===== config.mk =====
export PLATFORM = sky130hd
export DESIGN_NAME = json_number_integer_check_top_flat
export DESIGN_NICKNAME = d
export VERILOG_FILES = /design/src/sv/jnic_pkg.sv /design/src/sv/jnic_if.sv /design/src/sv/jnic_front.sv /design/src/sv/jnic_queue.sv /design/src/sv/jnic_back.sv /design/src/sv/json_number_integer_check_top.sv /design/src/flat_wrapper.sv
export SDC_FILE = /design/constraint.sdc
export NUM_CORES = 1
export LEC_CHECK = 0
export ABC_AREA = 1
export BUFFER_PORTS_ARGS = -buffer_cell sky130_fd_sc_hd__clkbuf_2
export CORE_ASPECT_RATIO = 1.25
export CORE_MARGIN = 4
export CORE_UTILIZATION = 36
export CTS_CLUSTER_SIZE = 25
export DETAILED_ROUTE_END_ITERATION = 8
export PLACE_DENSITY = 0.62
export REMOVE_ABC_BUFFERS = 1
export SETUP_SLACK_MARGIN = 0.05
export SYNTH_ARGS = -nofsm -noshare
export SYNTH_HDL_FRONTEND = slang
export SYNTH_SLANG_ARGS = --single-unit

===== constraint.sdc =====
create_clock -name clock -period 16.8 [get_ports clock]
set_input_delay 0.84 -clock clock [delete_from_list [all_inputs] [get_ports clock]]
set_output_delay 0.84 -clock clock [all_outputs]
set_load 0.005 [all_outputs]

===== src/sv/jnic_pkg.sv =====
// Shared types and constants for the JSON number integer check.
package jnic_pkg;

   localparam int QUEUE_DEPTH = 4;
   localparam int QUEUE_AW    = 2;

   localparam logic [7:0] CH_MINUS = 8'h2d;
   localparam logic [7:0] CH_PLUS  = 8'h2b;
   localparam logic [7:0] CH_DOT   = 8'h2e;
   localparam logic [7:0] CH_E_LO  = 8'h65;
   localparam logic [7:0] CH_E_UP  = 8'h45;
   localparam logic [7:0] CH_ZERO  = 8'h30;
   localparam logic [7:0] CH_NINE  = 8'h39;

   typedef enum logic [2:0] {
      CLS_ZERO,
      CLS_DIGIT,
      CLS_MINUS,
      CLS_PLUS,
      CLS_DOT,
      CLS_EXP,
      CLS_OTHER
   } char_class_type;

   typedef struct packed {
      char_class_type cls;
      logic [3:0]     digit;
      logic           last;
   } char_entry_type;

endpackage


===== src/sv/jnic_if.sv =====
// Handshake channels for characters in and results out.
interface jnic_req_if;
   logic       valid;
   logic       ready;
   logic [7:0] char_byte;
   logic       last_char;

   modport source (output valid, output char_byte, output last_char, input ready);
   modport sink   (input valid, input char_byte, input last_char, output ready);
endinterface

interface jnic_rsp_if;
   logic valid;
   logic ready;
   logic is_integer;
   logic malformed;
   logic too_long;

   modport source (output valid, output is_integer, output malformed, output too_long,
                   input ready);
   modport sink   (input valid, input is_integer, input malformed, input too_long,
                   output ready);
endinterface


===== src/sv/jnic_front.sv =====
// Front end: accepts character beats and sorts them into grammar classes.
module jnic_front
   import jnic_pkg::*;
(
   jnic_req_if.sink       req_if,
   input  logic           full,
   output logic           push,
   output char_entry_type entry
);

   logic [7:0] ch;

   assign ch            = req_if.char_byte;
   assign req_if.ready  = !full;
   assign push          = req_if.valid && !full;

   always_comb begin
      entry.last  = req_if.last_char;
      entry.digit = 4'(ch - CH_ZERO);
      priority if (ch == CH_ZERO) begin
         entry.cls = CLS_ZERO;
      end else if (ch > CH_ZERO && ch <= CH_NINE) begin
         entry.cls = CLS_DIGIT;
      end else if (ch == CH_MINUS) begin
         entry.cls = CLS_MINUS;
      end else if (ch == CH_PLUS) begin
         entry.cls = CLS_PLUS;
      end else if (ch == CH_DOT) begin
         entry.cls = CLS_DOT;
      end else if (ch == CH_E_LO || ch == CH_E_UP) begin
         entry.cls = CLS_EXP;
      end else begin
         entry.cls = CLS_OTHER;
      end
   end

endmodule


===== src/sv/jnic_queue.sv =====
// Short queue of classified characters between front and back.
module jnic_queue
   import jnic_pkg::*;
(
   input  logic           clock,
   input  logic           reset,
   input  logic           push,
   input  char_entry_type push_entry,
   output logic           full,
   input  logic           pop,
   output logic           head_valid,
   output char_entry_type head_entry
);

   char_entry_type        mem_ff [QUEUE_DEPTH];
   logic [QUEUE_AW-1:0]   wr_ptr_ff, wr_ptr_in;
   logic [QUEUE_AW-1:0]   rd_ptr_ff, rd_ptr_in;
   logic [QUEUE_AW:0]     count_ff, count_in;

   assign full       = (count_ff == (QUEUE_AW+1)'(QUEUE_DEPTH));
   assign head_valid = (count_ff != '0);
   assign head_entry = mem_ff[rd_ptr_ff];

   always_comb begin
      wr_ptr_in = push ? wr_ptr_ff + 1'b1 : wr_ptr_ff;
      rd_ptr_in = pop  ? rd_ptr_ff + 1'b1 : rd_ptr_ff;
      count_in  = count_ff + (QUEUE_AW+1)'(push) - (QUEUE_AW+1)'(pop);
   end

   always_ff @(posedge clock) begin
      if (reset) begin
         wr_ptr_ff <= '0;
         rd_ptr_ff <= '0;
         count_ff  <= '0;
      end else begin
         wr_ptr_ff <= wr_ptr_in;
         rd_ptr_ff <= rd_ptr_in;
         count_ff  <= count_in;
      end
   end

   always_ff @(posedge clock) begin
      if (push) begin
         mem_ff[wr_ptr_ff] <= push_entry;
      end
   end

endmodule


===== src/sv/jnic_back.sv =====
// Back end: number grammar tracking, counters and the result register.
module jnic_back
   import jnic_pkg::*;
#(
   parameter int MAX_LEN = 4096
) (
   input  logic           clock,
   input  logic           reset,
   input  logic           head_valid,
   input  char_entry_type head_entry,
   output logic           pop,
   jnic_rsp_if.source     rsp_if
);

   localparam int CW = $clog2(MAX_LEN + 2);
   localparam logic [CW-1:0]   MAX_W  = CW'(MAX_LEN);
   localparam logic [CW+3:0]   MAX_X  = (CW+4)'(MAX_LEN);

   typedef enum logic [2:0] {
      PH_START,
      PH_INT,
      PH_FRAC,
      PH_EXP_SIGN,
      PH_EXP_DIGIT
   } phase_type;

   phase_type     phase_ff, phase_in;
   logic          int_seen_ff, int_seen_in;
   logic          exp_neg_ff, exp_neg_in;
   logic          all_zero_ff, all_zero_in;
   logic          bad_ff, bad_in;
   logic [CW-1:0] tz_ff, tz_in;
   logic [CW-1:0] frac_ff, frac_in;
   logic [CW-1:0] exp_ff, exp_in;
   logic [CW-1:0] len_ff, len_in;
   logic          rsp_valid_ff, rsp_valid_in;
   logic          is_int_ff, is_int_in;
   logic          malformed_ff, malformed_in;
   logic          too_long_ff, too_long_in;

   logic          out_free, take_last;
   logic          is_dig, coef_upd, exp_upd;
   logic [CW+3:0] exp_ext;
   logic          integral, bad_res, long_res;

   assign out_free  = !rsp_valid_ff || rsp_if.ready;
   assign pop       = head_valid && (!head_entry.last || out_free);
   assign take_last = pop && head_entry.last;
   assign is_dig    = (head_entry.cls == CLS_ZERO) || (head_entry.cls == CLS_DIGIT);

   assign rsp_if.valid      = rsp_valid_ff;
   assign rsp_if.is_integer = is_int_ff;
   assign rsp_if.malformed  = malformed_ff;
   assign rsp_if.too_long   = too_long_ff;

   always_comb begin
      phase_in    = phase_ff;
      int_seen_in = int_seen_ff;
      exp_neg_in  = exp_neg_ff;
      all_zero_in = all_zero_ff;
      bad_in      = bad_ff;
      tz_in       = tz_ff;
      frac_in     = frac_ff;
      exp_in      = exp_ff;
      coef_upd    = 1'b0;
      exp_upd     = 1'b0;
      exp_ext     = '0;
      len_in      = (len_ff <= MAX_W) ? len_ff + 1'b1 : len_ff;

      if (!bad_ff) begin
         unique case (phase_ff)
            PH_START, PH_INT: begin
               priority if (phase_ff == PH_START && head_entry.cls == CLS_MINUS) begin
                  phase_in = PH_INT;
               end else if (is_dig) begin
                  int_seen_in = 1'b1;
                  coef_upd    = 1'b1;
                  phase_in    = PH_INT;
               end else if (head_entry.cls == CLS_DOT) begin
                  phase_in = PH_FRAC;
               end else if (head_entry.cls == CLS_EXP) begin
                  phase_in = PH_EXP_SIGN;
               end else begin
                  bad_in = 1'b1;
               end
            end
            PH_FRAC: begin
               priority if (is_dig) begin
                  frac_in  = (frac_ff < MAX_W) ? frac_ff + 1'b1 : MAX_W;
                  coef_upd = 1'b1;
               end else if (head_entry.cls == CLS_EXP) begin
                  phase_in = PH_EXP_SIGN;
               end else begin
                  bad_in = 1'b1;
               end
            end
            PH_EXP_SIGN: begin
               priority if (head_entry.cls == CLS_PLUS || head_entry.cls == CLS_MINUS) begin
                  exp_neg_in = (head_entry.cls == CLS_MINUS);
                  phase_in   = PH_EXP_DIGIT;
               end else if (is_dig) begin
                  exp_upd  = 1'b1;
                  phase_in = PH_EXP_DIGIT;
               end else begin
                  bad_in = 1'b1;
               end
            end
            PH_EXP_DIGIT: begin
               if (is_dig) begin
                  exp_upd = 1'b1;
               end else begin
                  bad_in = 1'b1;
               end
            end
            default: begin
               bad_in = 1'b1;
            end
         endcase
      end

      if (coef_upd) begin
         if (head_entry.cls == CLS_ZERO) begin
            tz_in = (tz_ff < MAX_W) ? tz_ff + 1'b1 : MAX_W;
         end else begin
            all_zero_in = 1'b0;
            tz_in       = '0;
         end
      end

      // exponent times ten plus digit, saturating at the length limit
      if (exp_upd) begin
         if (exp_ff >= MAX_W) begin
            exp_in = MAX_W;
         end else begin
            exp_ext = ((CW+4)'(exp_ff) << 3) + ((CW+4)'(exp_ff) << 1)
                      + (CW+4)'(head_entry.digit);
            exp_in  = (exp_ext > MAX_X) ? MAX_W : exp_ext[CW-1:0];
         end
      end
   end

   always_comb begin
      if (all_zero_in) begin
         integral = 1'b1;
      end else if (!exp_neg_in) begin
         integral = (exp_in >= frac_in) || ((frac_in - exp_in) <= tz_in);
      end else begin
         integral = (exp_in <= tz_in) && (frac_in <= (tz_in - exp_in));
      end
      long_res     = (len_in > MAX_W);
      bad_res      = bad_in || !int_seen_in;
      is_int_in    = !long_res && !bad_res && integral;
      malformed_in = !long_res && bad_res;
      too_long_in  = long_res;
      rsp_valid_in = take_last || (rsp_valid_ff && !rsp_if.ready);
   end

   always_ff @(posedge clock) begin
      if (reset) begin
         phase_ff     <= PH_START;
         int_seen_ff  <= 1'b0;
         exp_neg_ff   <= 1'b0;
         all_zero_ff  <= 1'b1;
         bad_ff       <= 1'b0;
         tz_ff        <= '0;
         frac_ff      <= '0;
         exp_ff       <= '0;
         len_ff       <= '0;
         rsp_valid_ff <= 1'b0;
         is_int_ff    <= 1'b0;
         malformed_ff <= 1'b0;
         too_long_ff  <= 1'b0;
      end else begin
         rsp_valid_ff <= rsp_valid_in;
         if (take_last) begin
            phase_ff     <= PH_START;
            int_seen_ff  <= 1'b0;
            exp_neg_ff   <= 1'b0;
            all_zero_ff  <= 1'b1;
            bad_ff       <= 1'b0;
            tz_ff        <= '0;
            frac_ff      <= '0;
            exp_ff       <= '0;
            len_ff       <= '0;
            is_int_ff    <= is_int_in;
            malformed_ff <= malformed_in;
            too_long_ff  <= too_long_in;
         end else if (pop) begin
            phase_ff    <= phase_in;
            int_seen_ff <= int_seen_in;
            exp_neg_ff  <= exp_neg_in;
            all_zero_ff <= all_zero_in;
            bad_ff      <= bad_in;
            tz_ff       <= tz_in;
            frac_ff     <= frac_in;
            exp_ff      <= exp_in;
            len_ff      <= len_in;
         end
      end
   end

   a_state_clear: assert property (@(posedge clock) disable iff (reset)
      take_last |=> (phase_ff == PH_START && len_ff == '0 && all_zero_ff && !bad_ff))
      else $error("parser state not cleared after last beat");

   a_exp_sat: assert property (@(posedge clock) disable iff (reset)
      exp_ff <= MAX_W)
      else $error("exponent above saturation limit");

   a_counts_bounded: assert property (@(posedge clock) disable iff (reset)
      (tz_ff <= len_ff) && (frac_ff <= len_ff))
      else $error("digit count exceeds character count");

   a_result_flags: assert property (@(posedge clock) disable iff (reset)
      rsp_valid_ff |-> !(is_int_ff && (malformed_ff || too_long_ff))
                       && !(malformed_ff && too_long_ff))
      else $error("inconsistent result flags");

endmodule


===== src/sv/json_number_integer_check_top.sv =====
// Top level of the JSON number integer check.
// Takes a JSON number text one character beat per cycle, last_char set on the
// final character, and returns one result beat per text: is_integer, malformed
// and too_long (more than MAX_LEN characters). A character can be accepted every
// cycle while the queue is not full; the back end updates the parser state and
// counters once per character. A result is presented from the cycle after the
// back end takes the last character. A four-entry queue between the classifying
// front end and the back end, and the result register, absorb stalls on either
// side; a held result stops the back end only at a text's last character.
module json_number_integer_check_top
   import jnic_pkg::*;
#(
   parameter int MAX_LEN = 4096
) (
   input  logic        clock,
   input  logic        reset,
   jnic_req_if.sink    req_if,
   jnic_rsp_if.source  rsp_if
);

   logic           push, full, pop, head_valid;
   char_entry_type push_entry, head_entry;

   jnic_front u_front (
      .req_if (req_if),
      .full   (full),
      .push   (push),
      .entry  (push_entry)
   );

   jnic_queue u_queue (
      .clock      (clock),
      .reset      (reset),
      .push       (push),
      .push_entry (push_entry),
      .full       (full),
      .pop        (pop),
      .head_valid (head_valid),
      .head_entry (head_entry)
   );

   jnic_back #(
      .MAX_LEN (MAX_LEN)
   ) u_back (
      .clock      (clock),
      .reset      (reset),
      .head_valid (head_valid),
      .head_entry (head_entry),
      .pop        (pop),
      .rsp_if     (rsp_if)
   );

endmodule

===== src/flat_wrapper.sv =====
// flat-port wrapper written by rule: the top's interface ports become plain ports
module json_number_integer_check_top_flat import jnic_pkg::*;
#(
   parameter int MAX_LEN = 4096
)
  (clock, reset, req_if_valid, req_if_char_byte, req_if_last_char, req_if_ready, rsp_if_valid, rsp_if_is_integer, rsp_if_malformed, rsp_if_too_long, rsp_if_ready);
  jnic_req_if req_if_i ();
  jnic_rsp_if rsp_if_i ();
  input  logic clock;
  input  logic reset;
  input wire logic [$bits(req_if_i.valid)-1:0] req_if_valid;
  input wire logic [$bits(req_if_i.char_byte)-1:0] req_if_char_byte;
  input wire logic [$bits(req_if_i.last_char)-1:0] req_if_last_char;
  output wire logic [$bits(req_if_i.ready)-1:0] req_if_ready;
  output wire logic [$bits(rsp_if_i.valid)-1:0] rsp_if_valid;
  output wire logic [$bits(rsp_if_i.is_integer)-1:0] rsp_if_is_integer;
  output wire logic [$bits(rsp_if_i.malformed)-1:0] rsp_if_malformed;
  output wire logic [$bits(rsp_if_i.too_long)-1:0] rsp_if_too_long;
  input wire logic [$bits(rsp_if_i.ready)-1:0] rsp_if_ready;
  assign req_if_i.valid = req_if_valid;
  assign req_if_i.char_byte = req_if_char_byte;
  assign req_if_i.last_char = req_if_last_char;
  assign req_if_ready = req_if_i.ready;
  assign rsp_if_valid = rsp_if_i.valid;
  assign rsp_if_is_integer = rsp_if_i.is_integer;
  assign rsp_if_malformed = rsp_if_i.malformed;
  assign rsp_if_too_long = rsp_if_i.too_long;
  assign rsp_if_i.ready = rsp_if_ready;
  json_number_integer_check_top #(.MAX_LEN(MAX_LEN)) u_core (.clock(clock), .reset(reset), .req_if(req_if_i), .rsp_if(rsp_if_i));
endmodule

-- Yosys cells after proc, flatten, opt, wreduce, memory -nomap -nowiden
Memory sizes are Yosys's and may differ from the RTL's. A register that Yosys moved wholly into a read port is not among the register bits.
Cells that the tools add are included.
- memory bits (writable): 32
- bits of input ports: 13
- bits in registers: 70
- memories kept: 1
- output and inout bits: 5
- logic and storage cells: 148
- $lt $le $gt $ge: 12
- equal/unequal tests: 18
- add/subtract/negate cells: 12
- bitwise gates (word level): 1
- multiplexer cells: 56
- reductions and logical operators: 32
- memory list (memory ; depth ; bits a word ; rd ports ; clocked after Yosys merged registers in ; wr ports ; line ; source):
    u_core.u_queue.mem_ff ; 4 ; 8 ; 1 ; 1 ; 1 ; jnic_queue.sv:15 ; char_entry_type mem_ff [QUEUE_DEPTH];
- operators by type and width (operator ; number):
    $mux 13 ; 11
    $add 13x1->13 const B ; 3
    $le 13x13->1 ; 3
    $mux 3 ; 11
    $eq 8x6->1 const B ; 4
    $lt 13x13->1 const B ; 2
    $mux 1 ; 26
    $sub 13x13->13 ; 2
    $add 16x14->17 ; 1
    $add 17x4->17 ; 1
    $gt 17x13->1 const B ; 1
    $eq 8x7->1 const B ; 2
    $ge 13x13->1 ; 1
    $ge 13x13->1 const B ; 1
    $gt 13x13->1 const B ; 1
    $le 13x13->1 const B ; 1
    $eq 3x2->1 const B ; 4
    $eq 3x3->1 const B ; 4
    $logic_and 1x1->1 ; 10
    $pmux 3 s3 ; 1
    $gt 8x6->1 const B ; 1
    $le 8x6->1 const B ; 1
    $logic_or 1x1->1 ; 8
    $mux 2 ; 4
    other kinds (15) ; 27

-- Logic depth before layout (Yosys ltp)
Gate-level depths: netlist of run 1.
- word-level depth: 13
- gate-level depth with buffers: 45

-- Modules after synthesis
From an unflattened synthesis of run 1, not the netlist that was laid out.
- cells, all modules: 1339
- area, all modules: 9051.2 sq um
- modules (own cells, without submodules) (module ; cells each ; area an instance (sq um) ; times used):
    jnic_back ; 1143 ; 7129.3 ; 1
    jnic_queue ; 149 ; 1717.9 ; 1
    jnic_front ; 47 ; 203.9 ; 1

-- Least setup slack after synthesis of run 1
OpenSTA, ideal clock, no wires.
- path type: reg-to-reg
- from: register with a tool-made name
- to: register u_core.u_back.is_int_ff, in the netlist u_core.u_back.rsp_if.is_integer
- setup slack: 11.360 ns
- buffers on the path: 3
- arrival: 5.327 ns
- required time: 16.687 ns
- cell stages (with the launch flop): 36
- library setup time: 0.113 ns
- cells stage by stage: dfxtp_1 -> buf_6 -> buf_6 -> nand2_1 -> a32o_1 -> fa_1 -> inv_1 -> fa_1 -> nand3_1 -> nand2_1 -> a21oi_1 -> xor2_1 -> nand3_1 -> nand2_1 -> buf_6 -> nand3_1 -> nand2_1 -> ha_1 -> inv_1 -> fa_1 -> a221o_1 -> a21oi_1 -> o21ai_0 -> xor2_1 -> ha_1 -> nand2_1 -> nor2_1 -> nand2_1 -> o21ai_0 -> nand2_1 -> nand2_1 -> nand2_1 -> nand2_1 -> nand2_1 -> nand3_1 -> nand2_1
- RTL lines (what ; line ; source):
    end signal: assignment ; jnic_back.sv:185 ; is_int_ff <= is_int_in;
    end: declaration ; jnic_back.sv:37 ; logic is_int_ff, is_int_in;

==> flow_metrics.tcl, run 1 <==
set metrics [dict create \
    maxClockFrequency_mhz 146 \
    final_skew_ns 0.0128 \
    gr-usage-met2_pct 30.9 \
    critical_path.slowest_cell "dfxtp_1" \
    detail-route-antenna-nets 0 \
    viasPerCell 4.99 \
    syn_inst 1325 \
    drtIter0Drc 464 \
    ys_seq_elements 104 \
    detailroute.via_count 8290 \
    drtPass1Iterations 5 \
    setup_slack_ns 9.95 \
    io_buffers 17 \
    critPathMaxStageDelay_ns 0.79 \
    clock_latency_ns 0.36 \
    critical-path-top-delay-family "adder cells" \
    wirelength_mm 22.0 \
    via_count_of_the_first_global_routing_pass 7877 \
    cp_max_fo 21 \
    postCtsResizedCells 0 \
    synth.top_cells.by_area "dfxtp_1, nand2_1, ha_1, edfxtp_1, inv_1" \
    dpl_worst_slack_ns 10.03 \
    setup.worst_path.class "reg -> reg" \
    groute.layer.met1.usage_pct 18.8 \
    timing.hold.worst_path_depth 2 \
    boundaryPins 18 \
    cts_post_setup_buffers_inserted 0 \
    cts-hold-fix-buffers 0 \
    ctsHtreeMaxLevel 3 \
    slew_headroom_pct 45.0 \
    synth_cell_types 57 \
    post_layout_nonfiller_instances 1662 \
    synth-seq-area-share_pct 26.8 \
    arrival_ns 7.10 \
    measured_slew_at_the_worst_slew_check_pin_ns 0.821 \
    netlist_area_mm2 0.00897 \
    final_period_minus_worst_setup_slack_ns 6.85 \
    run_status "completed" \
    postSynth.topFlopCell "dfxtp_1" \
    grt_max_degree 61 \
    die_area_mm2 0.0275 \
    post_synth_edffs 32 \
    final-setup-viol-count 0 \
    area.growth.synth_to_final_pct 7.08 \
    critical_path_depth 33 \
    grt_antenna_before_repair 0 \
    routedWlPerCell_um 13.2 \
    report.final.hold_viol_count 0 \
    worst-endpoint-required_ns 17.05 \
    dp_hpwl_mm 17.1 \
    drc 0 \
    holdCritPathClass "reg -> reg" \
    clk_pin_slew_worst_paths_ns 0.09 \
    number_of_inserted_diodes 0 \
    tritoncts "yes" \
    postSynth.asyncResetShare_pct 0 \
    report.final.slew_viol_count 0 \
    cap_violations 0 \
    nets 1432 \
    cts.sinks 104 \
    reg2reg_depth 33 \
    setup.worst_path.end_class "flip-flop" \
    num_rows 64 \
    initial_core_util_pct 36.6 \
    root_buffer "clkbuf_16" \
    setup_repair_after_global_routing_missed_its_margin "no" \
    globalplace.congestion 0.920 \
    use_met3_pct 1.92 \
    grt_first_pass_wirelength_mm 37.0 \
    die_width_um 149 \
    synth_top_cell_by_area "dfxtp_1" \
    path_common_cell "nand2_1" \
    crit_path_start_kind "flip-flop" \
    fraction_of_layout_cells_with_a_size_suffix_above_1_pct 6.91 \
    timing.hold.worst.start "u_core.u_back.rsp_if.malformed" \
    timing.rr.end "u_core.u_back.rsp_if.is_integer" \
    min_to "u_core.u_back.rsp_if.malformed" \
    global_route.usage.total_pct 16.2 \
    placeableCoreArea_mm2 0.0245 \
    placed_cells 1646 \
    clk_path_buf_depth 2 \
    cp_num_buf_inv 2 \
    dieHeight_um 184 \
    finalSetupTns_ns 0 \
    ys_warn_count 0 \
    tcrit_tclk_final_pct 40.8 \
    regToRegSetupSlack_ns 9.95 \
    busiest_layer "met2" \
    postSynthAreaPerCell_um2 6.77 \
    numCtsBuffers 9 \
    synthDominantCellAreaShare_pct 16.1 \
    overflow 0 \
]
-- layer usage --
metal  share of wire [%]  vias to the layer above
met4                 2.0                        0
met1                  44                     3792
met3                 2.1                       27
met2                  52                      119
met5                   0                        -
li1                    -                     4352
-- flip-flops by register name, indices dropped and copies added, names as in the netlist, 2 cells and up, named ones only --
signal / flops
u_core.u_queue.mem_ff: 32
u_core.u_back.phase_ff: 3
u_core.u_queue.wr_ptr_ff: 2
u_core.u_queue.count_ff: 3
u_core.u_back.tz_ff: 13
u_core.u_back.exp_ff: 13
u_core.u_queue.rd_ptr_ff: 2
u_core.u_back.frac_ff: 13
u_core.u_back.len_ff: 13
-- worst max-delay path by stage --
| stage | slack, ns | end |
|---|---|---|
| after floorplan | 11.04 | u_core.u_back.rsp_if.is_integer |
| after global placement | 10.14 | u_core.u_back.rsp_if.is_integer |
| final | 9.95 | u_core.u_back.rsp_if.is_integer |
| after CTS | 9.96 | u_core.u_back.rsp_if.is_integer |
| after global routing | 9.33 | u_core.u_back.rsp_if.is_integer |
| after detailed placement | 10.03 | u_core.u_back.rsp_if.is_integer |
-- cell usage after synthesis, drive strengths merged, types with 7 or more instances --
cell      n
a211oi    8
a21oi    96
a31oi     7
buf      23
dfxtp    72
edfxtp   32
ha       87
inv     207
nand2   316
nand3   109
nand4    29
nor2    155
nor3     24
o21ai    79
xnor2    10
xor2     21
-- stage by stage --
step | utilization [%] | area (um2) | hold WS [ns]
3_3_place_gp | 37.9 | 9280 | 0.442
5_1_grt | 39.2 | 9600 | 0.494
2_1_floorplan | - | 8770 | 0.438
3_5_place_dp | 37.9 | 9280 | 0.443
6_report | 39.2 | 9600 | 0.458
4_1_cts | 39.2 | 9600 | 0.459
-- final cells by class --
| cell class | instances | area, um2 |
|---|---|---|
| clock buffers | 9 | 225 |
| multi-input cells | 984 | 5560 |
| clock inverters | 7 | 96.3 |
| inverters | 209 | 801 |
| fillers | 2630 | 14900 |
| well taps | 330 | 413 |
| repair buffers | 19 | 100 |
| flip-flops and latches | 104 | 2400 |
-- cell usage in the layout (no fill, tap or decap), types with 3 or more instances in the layout --
cell type | netlist | final
nor2_1 | 146 | 146
o21ai_2 | 5 | 5
xor2_1 | 21 | 21
a21oi_1 | 93 | 93
o21ai_0 | 53 | 53
o22ai_1 | 4 | 4
nand3b_1 | 5 | 5
nor3_2 | 4 | 4
a21o_1 | 5 | 5
inv_2 | 7 | 7
nor2_2 | 3 | 3
o21ai_1 | 21 | 21
dfxtp_1 | 72 | 72
a211oi_1 | 8 | 8
inv_8 | 1 | 3
nand3_1 | 106 | 106
clkbuf_2 | 0 | 17
nand3_2 | 3 | 3
nand2_2 | 10 | 10
clkbuf_16 | 0 | 9
a31oi_1 | 6 | 6
fa_1 | 5 | 5
edfxtp_1 | 32 | 32
nor3_1 | 19 | 19
ha_1 | 87 | 87
nor2_4 | 6 | 6
a21oi_2 | 3 | 3
o211ai_1 | 4 | 4
xnor2_1 | 10 | 10
inv_1 | 198 | 198
nand2_4 | 3 | 3
nand4_1 | 29 | 29
nand2_1 | 301 | 301
-- kinds of logic after synthesis --
kind of cell	Yosys count	synth area share [%]
AOI/OAI and AO/OA	215	13.6
xor gates and xnor gates	31	3.03
DFF	104	26.8
buffers and inverters	237	11.2
adders and majority gates	92	13.3
and+or+nand+nor	646	32.2
-- tightest hold or removal path, cell delays in order (launching register included) --
cell and delay, ns:
dfxtp_1 0.32, nand2_1 0.06, nand2_1 0.04
Power of run 1 is not shown: default switching activity piles up to over one toggle a cycle in this logic, so the estimate is an artifact.
==> run 2, diff against run 1 <==
--- a/config.mk
+++ b/config.mk
@@ -5,7 +5,7 @@
 export SDC_FILE = /design/constraint.sdc
 export NUM_CORES = 1
 export LEC_CHECK = 0
-export ABC_AREA = 1
+export ABC_AREA = 0
 export BUFFER_PORTS_ARGS = -buffer_cell sky130_fd_sc_hd__clkbuf_2
 export CORE_ASPECT_RATIO = 1.25
 export CORE_MARGIN = 4
==> constraint.sdc (replaced) <==
create_clock -name clock -period 6.8 [get_ports clock]
set_input_delay 0.34 -clock clock [delete_from_list [all_inputs] [get_ports clock]]
set_output_delay 0.34 -clock clock [all_outputs]
set_load 0.005 [all_outputs]
==> flow_metrics.tcl, run 2 <==
set metrics [dict create \
    grt_first_pass_wirelength_mm 32.3 \
    setup_repair_after_global_routing_missed_its_margin "yes" \
    root_buffer "clkbuf_16" \
    postSynth.asyncResetShare_pct 0 \
    drtPass1Iterations 5 \
    globalplace.congestion 0.891 \
    clk_path_buf_depth 2 \
    detailroute.via_count 6863 \
    synth-seq-area-share_pct 30.5 \
    dieHeight_um 173 \
    clk_pin_slew_worst_paths_ns 0.08 \
    drtIter0Drc 367 \
    synth_top_cell_by_area "dfxtp_1" \
    slew_headroom_pct 36.3 \
    grt_antenna_before_repair 0 \
    viasPerCell 5.41 \
    final_period_minus_worst_setup_slack_ns 6.66 \
    min_to "u_core.u_queue.mem_ff[3][0]" \
    placeableCoreArea_mm2 0.0215 \
    boundaryPins 18 \
    p_leak_nw 3.80 \
    detail-route-antenna-nets 0 \
    final-setup-viol-count 0 \
    post_synth_edffs 32 \
    arrival_ns 6.96 \
    cap_violations 0 \
    timing.hold.worst.start "req_if_last_char" \
    tritoncts "yes" \
    postSynthAreaPerCell_um2 8.54 \
    io_buffers 17 \
    number_of_inserted_diodes 0 \
    tcrit_tclk_final_pct 97.9 \
    timing.hold.worst_path_depth 1 \
    synth_simple_gate_area_share_pct 21.1 \
    synthXorXnorAreaFrac_pct 6.89 \
    power_density_mw_per_mm2 358 \
    regToRegSetupSlack_ns 0.14 \
    flip_flop_count_of_the_largest_register_after_layout 32 \
    cts-hold-fix-buffers 0 \
    synth_adder_area_share_pct 15.1 \
    die_area_mm2 0.0243 \
    area.sequential_mm2 0.00241 \
    layout_commonest_cell "nor2_1" \
    via_count_of_the_first_global_routing_pass 6699 \
    placed_cells 1246 \
    final_skew_ns 0.0125 \
    report.final.hold_viol_count 0 \
    num_rows 60 \
    synth_top_cells_by_count "nor2_1, ha_1, a21oi_1, dfxtp_1, nand2_1" \
    largest-register "u_core.u_queue.mem_ff" \
    synth_compound_area_share_pct 19.6 \
    yosys.cell_count.top_type "nor2_1" \
    synth_cell_types 68 \
    crit_path_start_kind "flip-flop" \
    num-fill-cells 2114 \
    critPathMaxStageDelay_ns 0.53 \
    maxClockFrequency_mhz 150 \
    critical_path.slowest_cell "mux4_2" \
    mostFrequentLayoutCells "nor2_1, ha_1, a21oi_1, dfxtp_1, nand2_1" \
    combinational_family_with_the_most_area_after_synthesis "simple AND/OR/NAND/NOR gates" \
    setup.worst_path.end_class "flip-flop" \
    report.final.slew_viol_count 0 \
    multi_input_comb_area_mm2 0.00528 \
    max_ir_drop_vdd_mv 0.250 \
    holdCritPathClass "in -> reg" \
    die_width_um 140 \
    overflow 0 \
    measured_slew_at_the_worst_slew_check_pin_ns 0.956 \
    run_status "completed" \
    path_common_cell "a21oi_2" \
    netlist_area_mm2 0.00788 \
    ys_seq_elements 104 \
    clock_latency_ns 0.36 \
    worst-endpoint-required_ns 7.10 \
    yosys-mux-area-fraction_pct 2.78 \
    initial_core_util_pct 36.6 \
    fraction_of_layout_cells_with_a_size_suffix_above_1_pct 16.1 \
    synth.top_cells.by_area "dfxtp_1, ha_1, edfxtp_1, a21oi_1, nor2_1" \
    grt_max_degree 41 \
    synthDominantCellAreaShare_pct 18.3 \
    syn_inst 923 \
    cp_max_fo 6 \
    nets 1090 \
    wirelength_mm 19.3 \
    post_layout_nonfiller_instances 1269 \
    reg2reg_depth 30 \
    ys_warn_count 0 \
    global_route.usage.total_pct 15.9 \
    numCtsBuffers 9 \
    area.growth.synth_to_final_pct 15.5 \
    setup.worst_path.class "reg -> reg" \
    cts.sinks 104 \
    dp_hpwl_mm 14.7 \
    power.total_mw 3.26 \
    routedWlPerCell_um 15.2 \
    drc 0 \
    ctsHtreeMaxLevel 3 \
    timing.rr.end "u_core.u_back.rsp_if.is_integer" \
    postSynth.topFlopCell "dfxtp_1" \
]
## run 2: cell types whose count changed after synthesis, sizes merged, moves of 13 or more
| cell | delta |
|---|---|
| nand2b | +13 |
| a21o | +13 |
| xor2 | +14 |
| nand2 | -250 |
| xnor2 | +17 |
| nand3 | -77 |
| clkbuf | +21 |
| inv | -158 |
| o21ai | -28 |
| nand4 | -15 |
| buf | -19 |
| nor2 | -56 |
| a21oi | -18 |
## run 2: how the worst max path moves through the flow
stage / end / slack [ns] / depth (start not counted) / start
after global routing: u_core.u_back.rsp_if.is_integer / -0.25 / 32 / flip-flop
after floorplan: u_core.u_back.rsp_if.is_integer / -0.73 / 29 / flip-flop
after CTS: u_core.u_back.rsp_if.is_integer / 0.04 / 30 / flip-flop
after detailed placement: u_core.u_back.rsp_if.is_integer / -0.35 / 30 / flip-flop
final: u_core.u_back.rsp_if.is_integer / 0.14 / 30 / flip-flop
after global placement: u_core.u_back.rsp_if.is_integer / -0.21 / 32 / flip-flop
## run 2: final cells by class
cell class / instances / share of cell area, %
multi-input combinational: 739 / 58.1
sequential: 104 / 26.4
timing repair buffer: 81 / 6.21
tap: 279 / 3.84
clock buffer: 9 / 2.47
inverter: 50 / 2.06
clock inverter: 7 / 0.921
## run 2: stage by stage
| stage | area, um2 | setup TNS [ns] | setup slack (ns) | hold slack, ns | util (%) |
|---|---|---|---|---|---|
| floorplan | 7750 | -0.726 | -0.726 | 0.407 | - |
| global placement | 8620 | -0.205 | -0.205 | 0.444 | 40.0 |
| detailed placement | 8620 | -0.348 | -0.348 | 0.450 | 40.0 |
| CTS | 9000 | 0 | 0.0387 | 0.187 | 41.8 |
| global route | 9100 | -0.252 | -0.252 | 0.193 | 42.2 |
| finish | 9100 | 0 | 0.141 | 0.193 | 42.2 |
## run 2: metal layers
layer	up-vias	global-route usage [%]	part of all wire, %
met3	29	1.55	1.8
met4	0	5.98	2.4
li1	3514	-	-
met1	3241	19.9	45
met2	79	28.0	51
met5	-	0	0
## run 2: logic make-up (layout without fill, tap and decap cells)
logic type / after synthesis / count (layout)
buf+inv: 80 / 147
xor+xnor: 62 / 62
flops: 104 / 104
simple gates: 333 / 333
mux: 11 / 11
compound gates: 241 / 241
fa+ha+maj: 92 / 92
## run 2: report_power, final
group          internal (mW)  leakage, nW  total [mW]  switching, mW
Sequential             0.725        0.873       0.804         0.0787
Combinational          0.876         2.77        1.91           1.04
Clock                  0.267        0.152       0.543          0.276
Total                   1.87         3.80        3.26           1.39
## run 2: worst max-delay path, delay by kind of cell (launching register included)
kind,cells,cell delay [ns]
xor+xnor,2,0.24
flops,1,0.38
fa+ha+maj,5,1.46
buf+inv,2,0.27
simple gates,7,1.48
mux,1,0.53
compound gates,13,2.24
## run 2: what timing repair did
action	4_1_cts	5_1_grt
endpoints found under the setup margin	1	1
resized for setup	22	20
buffers inserted	2	5
pin swaps	9	27
(Power assumes the default switching activity.)
